===== src/rtl/core/rqir_pkg.sv =====
// Shared types and codes for the ring queue with indexed removal.
`default_nettype none

package rqir_pkg;

    // Fixed widths of the item fields.
    localparam int ACTION_W = 2;
    localparam int VALUE_W  = 16;
    localparam int SLOT_W   = 7;
    localparam int STATUS_W = 2;
    localparam int OCC_W    = 7;

    // Default configuration of the queue.
    localparam int DEF_QUEUE_DEPTH = 64;
    localparam int DEF_ENTRY_WIDTH = 16;

    // Action codes.
    localparam logic [ACTION_W-1:0] ACT_INSERT  = 2'd0;
    localparam logic [ACTION_W-1:0] ACT_EXTRACT = 2'd1;
    localparam logic [ACTION_W-1:0] ACT_REMOVE  = 2'd2;

    // Status codes.
    localparam logic [STATUS_W-1:0] ST_OK       = 2'd0;
    localparam logic [STATUS_W-1:0] ST_FULL     = 2'd1;
    localparam logic [STATUS_W-1:0] ST_EMPTY    = 2'd2;
    localparam logic [STATUS_W-1:0] ST_BAD_SLOT = 2'd3;

    typedef struct packed {
        logic [ACTION_W-1:0] action;
        logic [VALUE_W-1:0]  value_in;
        logic [SLOT_W-1:0]   slot_index;
    } t_in_item;

    typedef struct packed {
        logic [VALUE_W-1:0]  value_out;
        logic [STATUS_W-1:0] status;
        logic [OCC_W-1:0]    occupancy;
    } t_out_item;

endpackage

`default_nettype wire


===== src/rtl/core/rqir_store.sv =====
// Entry memory of the ring queue: one write port and one registered read port.
`default_nettype none

module rqir_store #(
    parameter int QUEUE_DEPTH = rqir_pkg::DEF_QUEUE_DEPTH,
    parameter int ENTRY_WIDTH = rqir_pkg::DEF_ENTRY_WIDTH,
    localparam int PW = $clog2(QUEUE_DEPTH)
) (
    input  wire logic                   i_clk,
    input  wire logic                   i_wr_en,
    input  wire logic [PW-1:0]          i_wr_addr,
    input  wire logic [ENTRY_WIDTH-1:0] i_wr_data,
    input  wire logic                   i_rd_en,
    input  wire logic [PW-1:0]          i_rd_addr,
    output logic      [ENTRY_WIDTH-1:0] o_rd_data
);

    logic [ENTRY_WIDTH-1:0] r_mem [QUEUE_DEPTH];
    logic [ENTRY_WIDTH-1:0] r_rd_data;

    always_ff @(posedge i_clk) begin
        if (i_wr_en) begin
            r_mem[i_wr_addr] <= i_wr_data;
        end
    end

    always_ff @(posedge i_clk) begin
        if (i_rd_en) begin
            r_rd_data <= r_mem[i_rd_addr];
        end
    end

    assign o_rd_data = r_rd_data;

endmodule

`default_nettype wire


===== src/rtl/core/rqir_step.sv =====
// Shared slot stepper: circular increment of a slot and a compare of the result.
`default_nettype none

module rqir_step #(
    parameter int QUEUE_DEPTH = rqir_pkg::DEF_QUEUE_DEPTH,
    localparam int PW = $clog2(QUEUE_DEPTH)
) (
    input  wire logic [PW-1:0] i_slot,
    input  wire logic [PW-1:0] i_ref,
    output logic      [PW-1:0] o_slot,
    output logic               o_match
);

    // Wrap to slot zero after the last physical slot.
    always_comb begin
        if (i_slot == PW'(QUEUE_DEPTH - 1)) begin
            o_slot = '0;
        end else begin
            o_slot = i_slot + PW'(1);
        end
        o_match = (o_slot == i_ref);
    end

endmodule

`default_nettype wire


===== src/rtl/core/ring_queue_with_indexed_removal.sv =====
// Top level of the ring queue with indexed removal: sequencer, counters and result register.
//
//   Channel | Direction | Handshake               | Payload
//   --------+-----------+-------------------------+----------------------------
//   input   | in        | i_in_valid / o_in_stall | i_in_item  (rqir_pkg::t_in_item)
//   output  | out       | o_out_valid/ i_out_stall| o_out_item (rqir_pkg::t_out_item)
//
// Sequence: an insert, a rejected action or an unused action code passes EVAL and then DONE
// after acceptance; an extract or a removal of the head slot passes EVAL, POP and DONE.
// A removal inside the live region passes EVAL, TAKE, SHIFT once for every live entry behind
// the removed slot plus once more, and DONE; the one read port of the entry memory,
// shared with the write of the previous entry, moves one entry per cycle.
// Reset empties the queue by clearing head, tail and count; the entry memory is not cleared.
// The result sits in an output register, so a new item is taken while a result still waits;
// a stalled result only holds back the end of the following item.
`default_nettype none

module ring_queue_with_indexed_removal #(
    parameter int QUEUE_DEPTH = rqir_pkg::DEF_QUEUE_DEPTH,
    parameter int ENTRY_WIDTH = rqir_pkg::DEF_ENTRY_WIDTH
) (
    input  wire logic                 i_clk,
    input  wire logic                 i_rst_n,
    input  wire logic                 i_in_valid,
    output logic                      o_in_stall,
    input  wire rqir_pkg::t_in_item   i_in_item,
    output logic                      o_out_valid,
    input  wire logic                 i_out_stall,
    output rqir_pkg::t_out_item       o_out_item
);

    // Slot pointer and count widths follow from the depth.
    localparam int PW = $clog2(QUEUE_DEPTH);
    localparam int CW = $clog2(QUEUE_DEPTH + 1);

    // Sequencer states.
    localparam logic [2:0] S_IDLE  = 3'd0;  // waiting for an item
    localparam logic [2:0] S_EVAL  = 3'd1;  // decide the action, start the memory access
    localparam logic [2:0] S_POP   = 3'd2;  // head entry arrives from memory
    localparam logic [2:0] S_TAKE  = 3'd3;  // removed entry arrives from memory
    localparam logic [2:0] S_SHIFT = 3'd4;  // close the gap one entry per cycle
    localparam logic [2:0] S_DONE  = 3'd5;  // hand the result to the output register

    logic [2:0]               r_state, n_state;
    logic [PW-1:0]            r_head, n_head;
    logic [PW-1:0]            r_tail, n_tail;
    logic [CW-1:0]            r_count, n_count;
    rqir_pkg::t_in_item       r_item, n_item;
    logic [PW-1:0]            r_cur, n_cur;
    logic [PW-1:0]            r_wr_slot, n_wr_slot;
    logic                     r_pend, n_pend;
    logic [rqir_pkg::VALUE_W-1:0]  r_res_value, n_res_value;
    logic [rqir_pkg::STATUS_W-1:0] r_res_status, n_res_status;
    logic                     r_out_valid, n_out_valid;
    rqir_pkg::t_out_item      r_out_item, n_out_item;

    // Memory and stepper connections.
    logic                   w_wr_en;
    logic [PW-1:0]          w_wr_addr;
    logic [ENTRY_WIDTH-1:0] w_wr_data;
    logic                   w_rd_en;
    logic [PW-1:0]          w_rd_addr;
    logic [ENTRY_WIDTH-1:0] w_rd_data;
    logic [PW-1:0]          w_step_in;
    logic [PW-1:0]          w_step_out;
    logic                   w_step_match;

    // Slot checks for a removal.
    logic          w_slot_bad;
    logic [PW-1:0] w_slot;
    logic [PW:0]   w_diff;
    logic [PW-1:0] w_dist;
    logic          w_full;
    logic          w_empty;
    logic          w_out_free;

    rqir_store #(
        .QUEUE_DEPTH (QUEUE_DEPTH),
        .ENTRY_WIDTH (ENTRY_WIDTH)
    ) u_store (
        .i_clk     (i_clk),
        .i_wr_en   (w_wr_en),
        .i_wr_addr (w_wr_addr),
        .i_wr_data (w_wr_data),
        .i_rd_en   (w_rd_en),
        .i_rd_addr (w_rd_addr),
        .o_rd_data (w_rd_data)
    );

    // One stepper serves the tail advance on insert, the head advance on pop and
    // the walk toward the tail while entries are shifted back.
    rqir_step #(
        .QUEUE_DEPTH (QUEUE_DEPTH)
    ) u_step (
        .i_slot  (w_step_in),
        .i_ref   (r_tail),
        .o_slot  (w_step_out),
        .o_match (w_step_match)
    );

    always_comb begin
        unique case (r_state)
            S_EVAL:  w_step_in = r_tail;
            S_POP:   w_step_in = r_head;
            default: w_step_in = r_cur;
        endcase
    end

    // A slot is occupied when its circular distance from the head is below the count.
    assign w_slot_bad = ({1'b0, r_item.slot_index} >= (rqir_pkg::SLOT_W + 1)'(QUEUE_DEPTH));
    assign w_slot     = r_item.slot_index[PW-1:0];
    assign w_diff     = {1'b0, w_slot} - {1'b0, r_head};
    assign w_dist     = w_diff[PW] ? PW'(w_diff + (PW + 1)'(QUEUE_DEPTH)) : w_diff[PW-1:0];
    assign w_full     = (r_count == CW'(QUEUE_DEPTH));
    assign w_empty    = (r_count == '0);
    assign w_out_free = !r_out_valid || !i_out_stall;

    always_comb begin
        n_state      = r_state;
        n_head       = r_head;
        n_tail       = r_tail;
        n_count      = r_count;
        n_item       = r_item;
        n_cur        = r_cur;
        n_wr_slot    = r_wr_slot;
        n_pend       = r_pend;
        n_res_value  = r_res_value;
        n_res_status = r_res_status;
        n_out_valid  = r_out_valid && i_out_stall;
        n_out_item   = r_out_item;
        w_wr_en      = 1'b0;
        w_wr_addr    = r_tail;
        w_wr_data    = ENTRY_WIDTH'(r_item.value_in);
        w_rd_en      = 1'b0;
        w_rd_addr    = r_head;

        unique case (r_state)
            S_IDLE: begin
                if (i_in_valid) begin
                    n_item  = i_in_item;
                    n_state = S_EVAL;
                end
            end
            S_EVAL: begin
                n_res_value  = '0;
                n_res_status = rqir_pkg::ST_OK;
                n_state      = S_DONE;
                case (r_item.action)
                    rqir_pkg::ACT_INSERT: begin
                        if (w_full) begin
                            n_res_status = rqir_pkg::ST_FULL;
                        end else begin
                            w_wr_en = 1'b1;
                            n_tail  = w_step_out;
                            n_count = r_count + CW'(1);
                        end
                    end
                    rqir_pkg::ACT_EXTRACT: begin
                        if (w_empty) begin
                            n_res_status = rqir_pkg::ST_EMPTY;
                        end else begin
                            w_rd_en = 1'b1;
                            n_state = S_POP;
                        end
                    end
                    rqir_pkg::ACT_REMOVE: begin
                        if (w_empty) begin
                            n_res_status = rqir_pkg::ST_EMPTY;
                        end else if (w_slot_bad || (CW'(w_dist) >= r_count)) begin
                            n_res_status = rqir_pkg::ST_BAD_SLOT;
                        end else if (w_slot == r_head) begin
                            // Removing the head is an ordinary pop.
                            w_rd_en = 1'b1;
                            n_state = S_POP;
                        end else begin
                            w_rd_en   = 1'b1;
                            w_rd_addr = w_slot;
                            n_cur     = w_slot;
                            n_state   = S_TAKE;
                        end
                    end
                    default: begin
                        n_res_status = rqir_pkg::ST_BAD_SLOT;
                    end
                endcase
            end
            S_POP: begin
                n_res_value = rqir_pkg::VALUE_W'(w_rd_data);
                n_head      = w_step_out;
                n_count     = r_count - CW'(1);
                n_state     = S_DONE;
            end
            S_TAKE: begin
                n_res_value = rqir_pkg::VALUE_W'(w_rd_data);
                n_pend      = 1'b0;
                n_state     = S_SHIFT;
            end
            S_SHIFT: begin
                // The entry read last cycle lands one slot behind where it was.
                w_wr_en   = r_pend;
                w_wr_addr = r_wr_slot;
                w_wr_data = w_rd_data;
                if (w_step_match) begin
                    // The walk stops on the last live slot, which becomes the new tail.
                    n_tail  = r_cur;
                    n_count = r_count - CW'(1);
                    n_pend  = 1'b0;
                    n_state = S_DONE;
                end else begin
                    w_rd_en   = 1'b1;
                    w_rd_addr = w_step_out;
                    n_wr_slot = r_cur;
                    n_cur     = w_step_out;
                    n_pend    = 1'b1;
                end
            end
            S_DONE: begin
                if (w_out_free) begin
                    n_out_valid          = 1'b1;
                    n_out_item.value_out = r_res_value;
                    n_out_item.status    = r_res_status;
                    n_out_item.occupancy = rqir_pkg::OCC_W'(r_count);
                    n_state              = S_IDLE;
                end
            end
            default: begin
                n_state = S_IDLE;
            end
        endcase
    end

    always_ff @(posedge i_clk) begin
        if (!i_rst_n) begin
            r_state     <= S_IDLE;
            r_head      <= '0;
            r_tail      <= '0;
            r_count     <= '0;
            r_pend      <= 1'b0;
            r_out_valid <= 1'b0;
        end else begin
            r_state     <= n_state;
            r_head      <= n_head;
            r_tail      <= n_tail;
            r_count     <= n_count;
            r_pend      <= n_pend;
            r_out_valid <= n_out_valid;
        end
    end

    always_ff @(posedge i_clk) begin
        r_item       <= n_item;
        r_cur        <= n_cur;
        r_wr_slot    <= n_wr_slot;
        r_res_value  <= n_res_value;
        r_res_status <= n_res_status;
        r_out_item   <= n_out_item;
    end

    assign o_in_stall  = (r_state != S_IDLE);
    assign o_out_valid = r_out_valid;
    assign o_out_item  = r_out_item;

`ifndef NO_ASSERTIONS
    // The count never exceeds the number of physical slots.
    a_count_bound: assert property (@(posedge i_clk) disable iff (!i_rst_n)
        r_count <= CW'(QUEUE_DEPTH))
        else $error("entry count exceeds queue depth");

    // Between items the tail sits count slots past the head.
    a_ring_consistent: assert property (@(posedge i_clk) disable iff (!i_rst_n)
        (r_state == S_IDLE) |->
            ((int'(r_head) + int'(r_count) == int'(r_tail)) ||
             (int'(r_head) + int'(r_count) == int'(r_tail) + QUEUE_DEPTH)))
        else $error("head, tail and count disagree");

    // A dropped insert is only reported on a full queue.
    a_full_status: assert property (@(posedge i_clk) disable iff (!i_rst_n)
        (o_out_valid && (o_out_item.status == rqir_pkg::ST_FULL)) |->
            (o_out_item.occupancy == rqir_pkg::OCC_W'(QUEUE_DEPTH)))
        else $error("full status with a queue that is not full");

    // A shift only runs for a slot behind the head, so two entries at least are live.
    a_shift_count: assert property (@(posedge i_clk) disable iff (!i_rst_n)
        (r_state == S_SHIFT) |-> (r_count > CW'(1)))
        else $error("shift with fewer than two live entries");

    // The result register is loaded only when leaving the final state.
    a_load_from_done: assert property (@(posedge i_clk) disable iff (!i_rst_n)
        (!r_out_valid ##1 r_out_valid) |-> ($past(r_state) == S_DONE))
        else $error("result loaded outside the final state");
`endif

endmodule

`default_nettype wire

===== config.mk =====
export PLATFORM = sky130hd
export DESIGN_NAME = ring_queue_with_indexed_removal
export DESIGN_NICKNAME = d
export VERILOG_FILES = /design/src/rtl/core/rqir_pkg.sv /design/src/rtl/core/rqir_store.sv /design/src/rtl/core/rqir_step.sv /design/src/rtl/core/ring_queue_with_indexed_removal.sv
export SDC_FILE = /design/constraint.sdc
export NUM_CORES = 2
export LEC_CHECK = 0
export BUFFER_PORTS_ARGS = -buffer_cell sky130_fd_sc_hd__buf_2
export CAP_MARGIN = 20
export CORE_UTILIZATION = 58
export DETAILED_ROUTE_END_ITERATION = 6
export PLACE_DENSITY = 0.76
export SLEW_MARGIN = 10
export SYNTH_ARGS = -nofsm -noshare
export SYNTH_HDL_FRONTEND = slang
export SYNTH_SLANG_ARGS = --single-unit

===== constraint.sdc =====
create_clock -name i_clk -period 5.8 [get_ports i_clk]
set_input_delay 0.29 -clock i_clk [delete_from_list [all_inputs] [get_ports i_clk]]
set_output_delay 0.29 -clock i_clk [all_outputs]
set_load 0.05 [all_outputs]

==> flow_summary.json <==
{
  "r2r-start": "r_tail[1]",
  "fin_cells": 4621,
  "hold_viol_final": 0,
  "r2r_end": "u_store.o_rd_data[13]",
  "rrSetupSlack_ns": 0.1,
  "clock-sinks": 1144,
  "final_cell_area_mm2": 0.0538,
  "viasPerCell": 6.55,
  "p_sw_frac": 0.339,
  "synth.distinct_cells": 77,
  "holdWs_ns": 0.0635,
  "syn_area_per_cell_um2": 14.5,
  "hold_start": "i_rst_n",
  "ys_async_sr_fraction": 0,
  "fin_setup_tns_ns": 0,
  "synth_ff_type": "edfxtp_1",
  "fp-row-count": 103,
  "worstSetupStartpointType": "flop",
  "fin_skew_ns": 0.0323,
  "critPathArrivalTime_ns": 6.27,
  "switchingPower_mw": 8.51,
  "ys_seq_area_frac": 0.734,
  "grt_pass1_vias": 29000,
  "dp_cells": 4372,
  "core-area_mm2": 0.0791,
  "violations": "DRC",
  "antenna_found_initial": 12,
  "vdd_drop_max_uv": 301,
  "grtUsageTotal": 0.331,
  "drtPass1Iterations": 7,
  "fin_crit_ns": 5.70,
  "cts_buffers": 112,
  "cts_tree": "yes",
  "area_growth_pct": 15.8,
  "achievable-frequency_mhz": 175,
  "clock_latency_ns": 0.70,
  "whs_path_depth": 2,
  "power_density_mw_per_mm2": 466,
  "grt_pass1_wl_mm": 195,
  "synthesis.nets": 3250,
  "clk_pin_slew_ns": 0.06,
  "critPathKind": "flop to flop",
  "min_period_over_period": 0.983,
  "p_int_mw": 16.6,
  "p_leak_nw": 20.0,
  "nNetsFinal": 3530,
  "crit_fanout": 37,
  "pin_count": 56,
  "cts.htree.levels": 3,
  "synth_cells": 3198,
  "final_antenna_net_count": 0,
  "place_congestion": 1.04,
  "cap_violations": 0,
  "outcome": "complete, but fails checks",
  "drc": 13,
  "root_buffer": "clkbuf_16",
  "p_clk_frac": 0.277,
  "multiInputGateArea_mm2": 0.0118,
  "wire_per_inst_um": 29.5,
  "cts_buffer_depth": 3,
  "setup_viol": 0,
  "yosysWarnings": 0,
  "worst_pin_slew_ns": 1.24,
  "fp.dieH_um": 285,
  "dp_hpwl_mm": 87.5,
  "hold_class": "input port to flop",
  "start_util": 0.588,
  "end_kind": "flop",
  "rr_worst_depth": 22,
  "wl_mm": 136,
  "die_w_um": 285,
  "ff_latch_area_mm2": 0.0341,
  "grt_max_degree": 65,
  "vias": 30300,
  "dieArea_mm2": 0.0813,
  "drt_iter0_markers": 4337,
  "relSlewSlack": 0.171,
  "slew_viol_final": 0,
  "synth_area_mm2": 0.0465,
  "drive_above_1_share": 0.155,
  "yosys_register_bits": 1144,
  "combPwrFrac": 0.297,
  "placed_area_mm2": 0.0498,
  "grt-ovfl-total": 0,
  "port_buffers": 55,
  "synth-edff-count": 1120,
  "p_seq_frac": 0.427,
  "worstPathRequired_ns": 6.36,
  "hold-path-endpoint": "r_tail[1]",
  "n_fill_cell": 5246
}
## cells in the mapped netlist, types with 4 or more instances
master    number  share of area
a21oi_1       46         0.0050
and3_1         5        0.00067
nand3b_1      12         0.0019
ha_1          21         0.0057
clkbuf_1     115         0.0093
nor2_1       110         0.0089
nor3_1         4        0.00043
a21o_1        15         0.0024
inv_1         30         0.0024
a211oi_1      93          0.015
nand3_1      199          0.021
buf_2         52         0.0056
nand2b_1      11         0.0015
xnor2_1       10         0.0019
nor4_1        19         0.0026
nand4_1       60         0.0081
and2_1       120          0.016
o211a_1        8         0.0017
o21ai_0       25         0.0027
mux4_2         4         0.0019
a221oi_1      96          0.018
xor2_1         5        0.00094
o211ai_1       7         0.0011
buf_1          7        0.00057
nor2b_1       12         0.0016
a31oi_1       35         0.0047
edfxtp_1    1120           0.72
mux2i_1      293          0.063
nand2_1      544          0.044
o31ai_1        7         0.0011
dfxtp_1       24          0.010
o21a_1         4        0.00065
or3_1         21         0.0028
## worst max-delay path, stage by stage, from the launching register on
cell	delay, ns
dfxtp_1	0.40
or3b_2	0.49
a21oi_2	0.24
nor2_1	0.08
ha_1	0.24
inv_1	0.10
a211oi_2	0.05
o221ai_2	0.29
o22ai_2	0.13
xnor2_1	0.16
a211o_2	0.41
or4_4	0.60
buf_4	0.19
nand3_4	0.14
buf_12	0.20
buf_12	0.23
buf_16	0.23
nand2_1	0.08
a31oi_1	0.16
nand4_1	0.53
nand4_1	0.33
buf_4	0.14
or3_1	0.09
## state kept, by name (all words and copies together), names as in the netlist, 7 cells and up
signal and flops:
u_store.r_mem 1024, o_out_item 25, r_item 25, r_count 7, u_store.o_rd_data 16, r_res_value 16
## placed cells by master, fill, tap and decap left out, types with 5 or more instances in the layout
master	instances
dfxtp_1	22
nor2b_1	12
nor2_2	14
xor2_1	5
a21o_1	15
nor4_1	17
buf_2	55
a31oi_1	35
bufinv_16	6
mux2i_1	293
inv_1	30
edfxtp_1	1120
nand2_2	17
nand3_2	5
clkinv_1	25
nand3_1	193
or3_1	21
a221oi_1	95
o211ai_1	7
nand2b_1	11
o31ai_1	6
and2_1	118
xnor2_1	10
nand2_1	528
dlygate4sd3_1	26
ha_1	20
clkbuf_1	25
clkinv_2	24
a211oi_1	91
buf_4	218
o21ai_0	23
nand3b_1	12
a21oi_2	6
o211a_1	8
clkbuf_16	116
a21oi_1	41
nor2_1	96
buf_12	35
nand4_1	60
## timing repair
item                                    CTS  global route
endpoints found under the setup margin    5            16
pin swaps                                 0            10
resized for setup                         4            32
setup buffers                             0            10
hold buffers                             26             0
endpoints found under the hold margin    26             0
cloned                                    0             2
## through the flow
stage	util	power [mW]	setup WS, ns
floorplan	-	14.7	0.753
global placement	0.628	17.7	-0.00106
detailed placement	0.629	17.9	-0.114
CTS	0.676	24.8	0.00213
global route	0.680	25.8	-0.0767
finish	0.680	25.1	0.0973
## power by group through the flow
stage / Combinational, mW / Sequential (mW) / Clock [mW]
2_1_floorplan: 3.88 / 10.8 / 0
3_3_place_gp: 6.83 / 10.9 / 0
3_5_place_dp: 7.01 / 10.9 / 0
4_1_cts: 7.08 / 10.7 / 6.96
5_1_grt: 7.77 / 10.7 / 7.27
6_report: 7.45 / 10.7 / 6.95
## routing by layer
layer	global-route usage	vias to the layer above	part of all wire
met4	0.172	12	0.061
met1	0.444	15000	0.36
li1	-	12800	-
met5	0	-	0.00054
met2	0.510	2104	0.46
met3	0.0773	412	0.12
## how the worst max path moves through the flow
stage,endpoint,slack (ns),from,cells after the start
after floorplan,u_store.o_rd_data[0],0.75,r_state[2],23
after global placement,u_store.o_rd_data[9],-0.001,r_item[1],23
after detailed placement,u_store.o_rd_data[9],-0.11,r_item[1],23
after CTS,u_store.o_rd_data[8],0.002,r_item[1],24
after global routing,u_store.o_rd_data[8],-0.08,r_item[1],24
final,u_store.o_rd_data[13],0.1,r_tail[1],22
## logic make-up after synthesis
family	after synthesis	synth area share
flip-flops	1144	0.734
AND/OR/NAND/NOR	1133	0.113
AO/OA/AOI/OAI	376	0.0605
multiplexers	298	0.0652
buffers and inverters	209	0.0187
adder cells (fa/ha/maj)	23	0.00651
XOR/XNOR	15	0.00283
## final cells by class
type,count,area share
antenna,2,0.0000930
clock buffer,141,0.0554
clock inverter,64,0.00897
inverter,31,0.00216
multi-input combinational,1846,0.219
sequential,1144,0.634
tap,1050,0.0244
timing repair buffer,343,0.0568
Power figures use the tool's default switching activity.
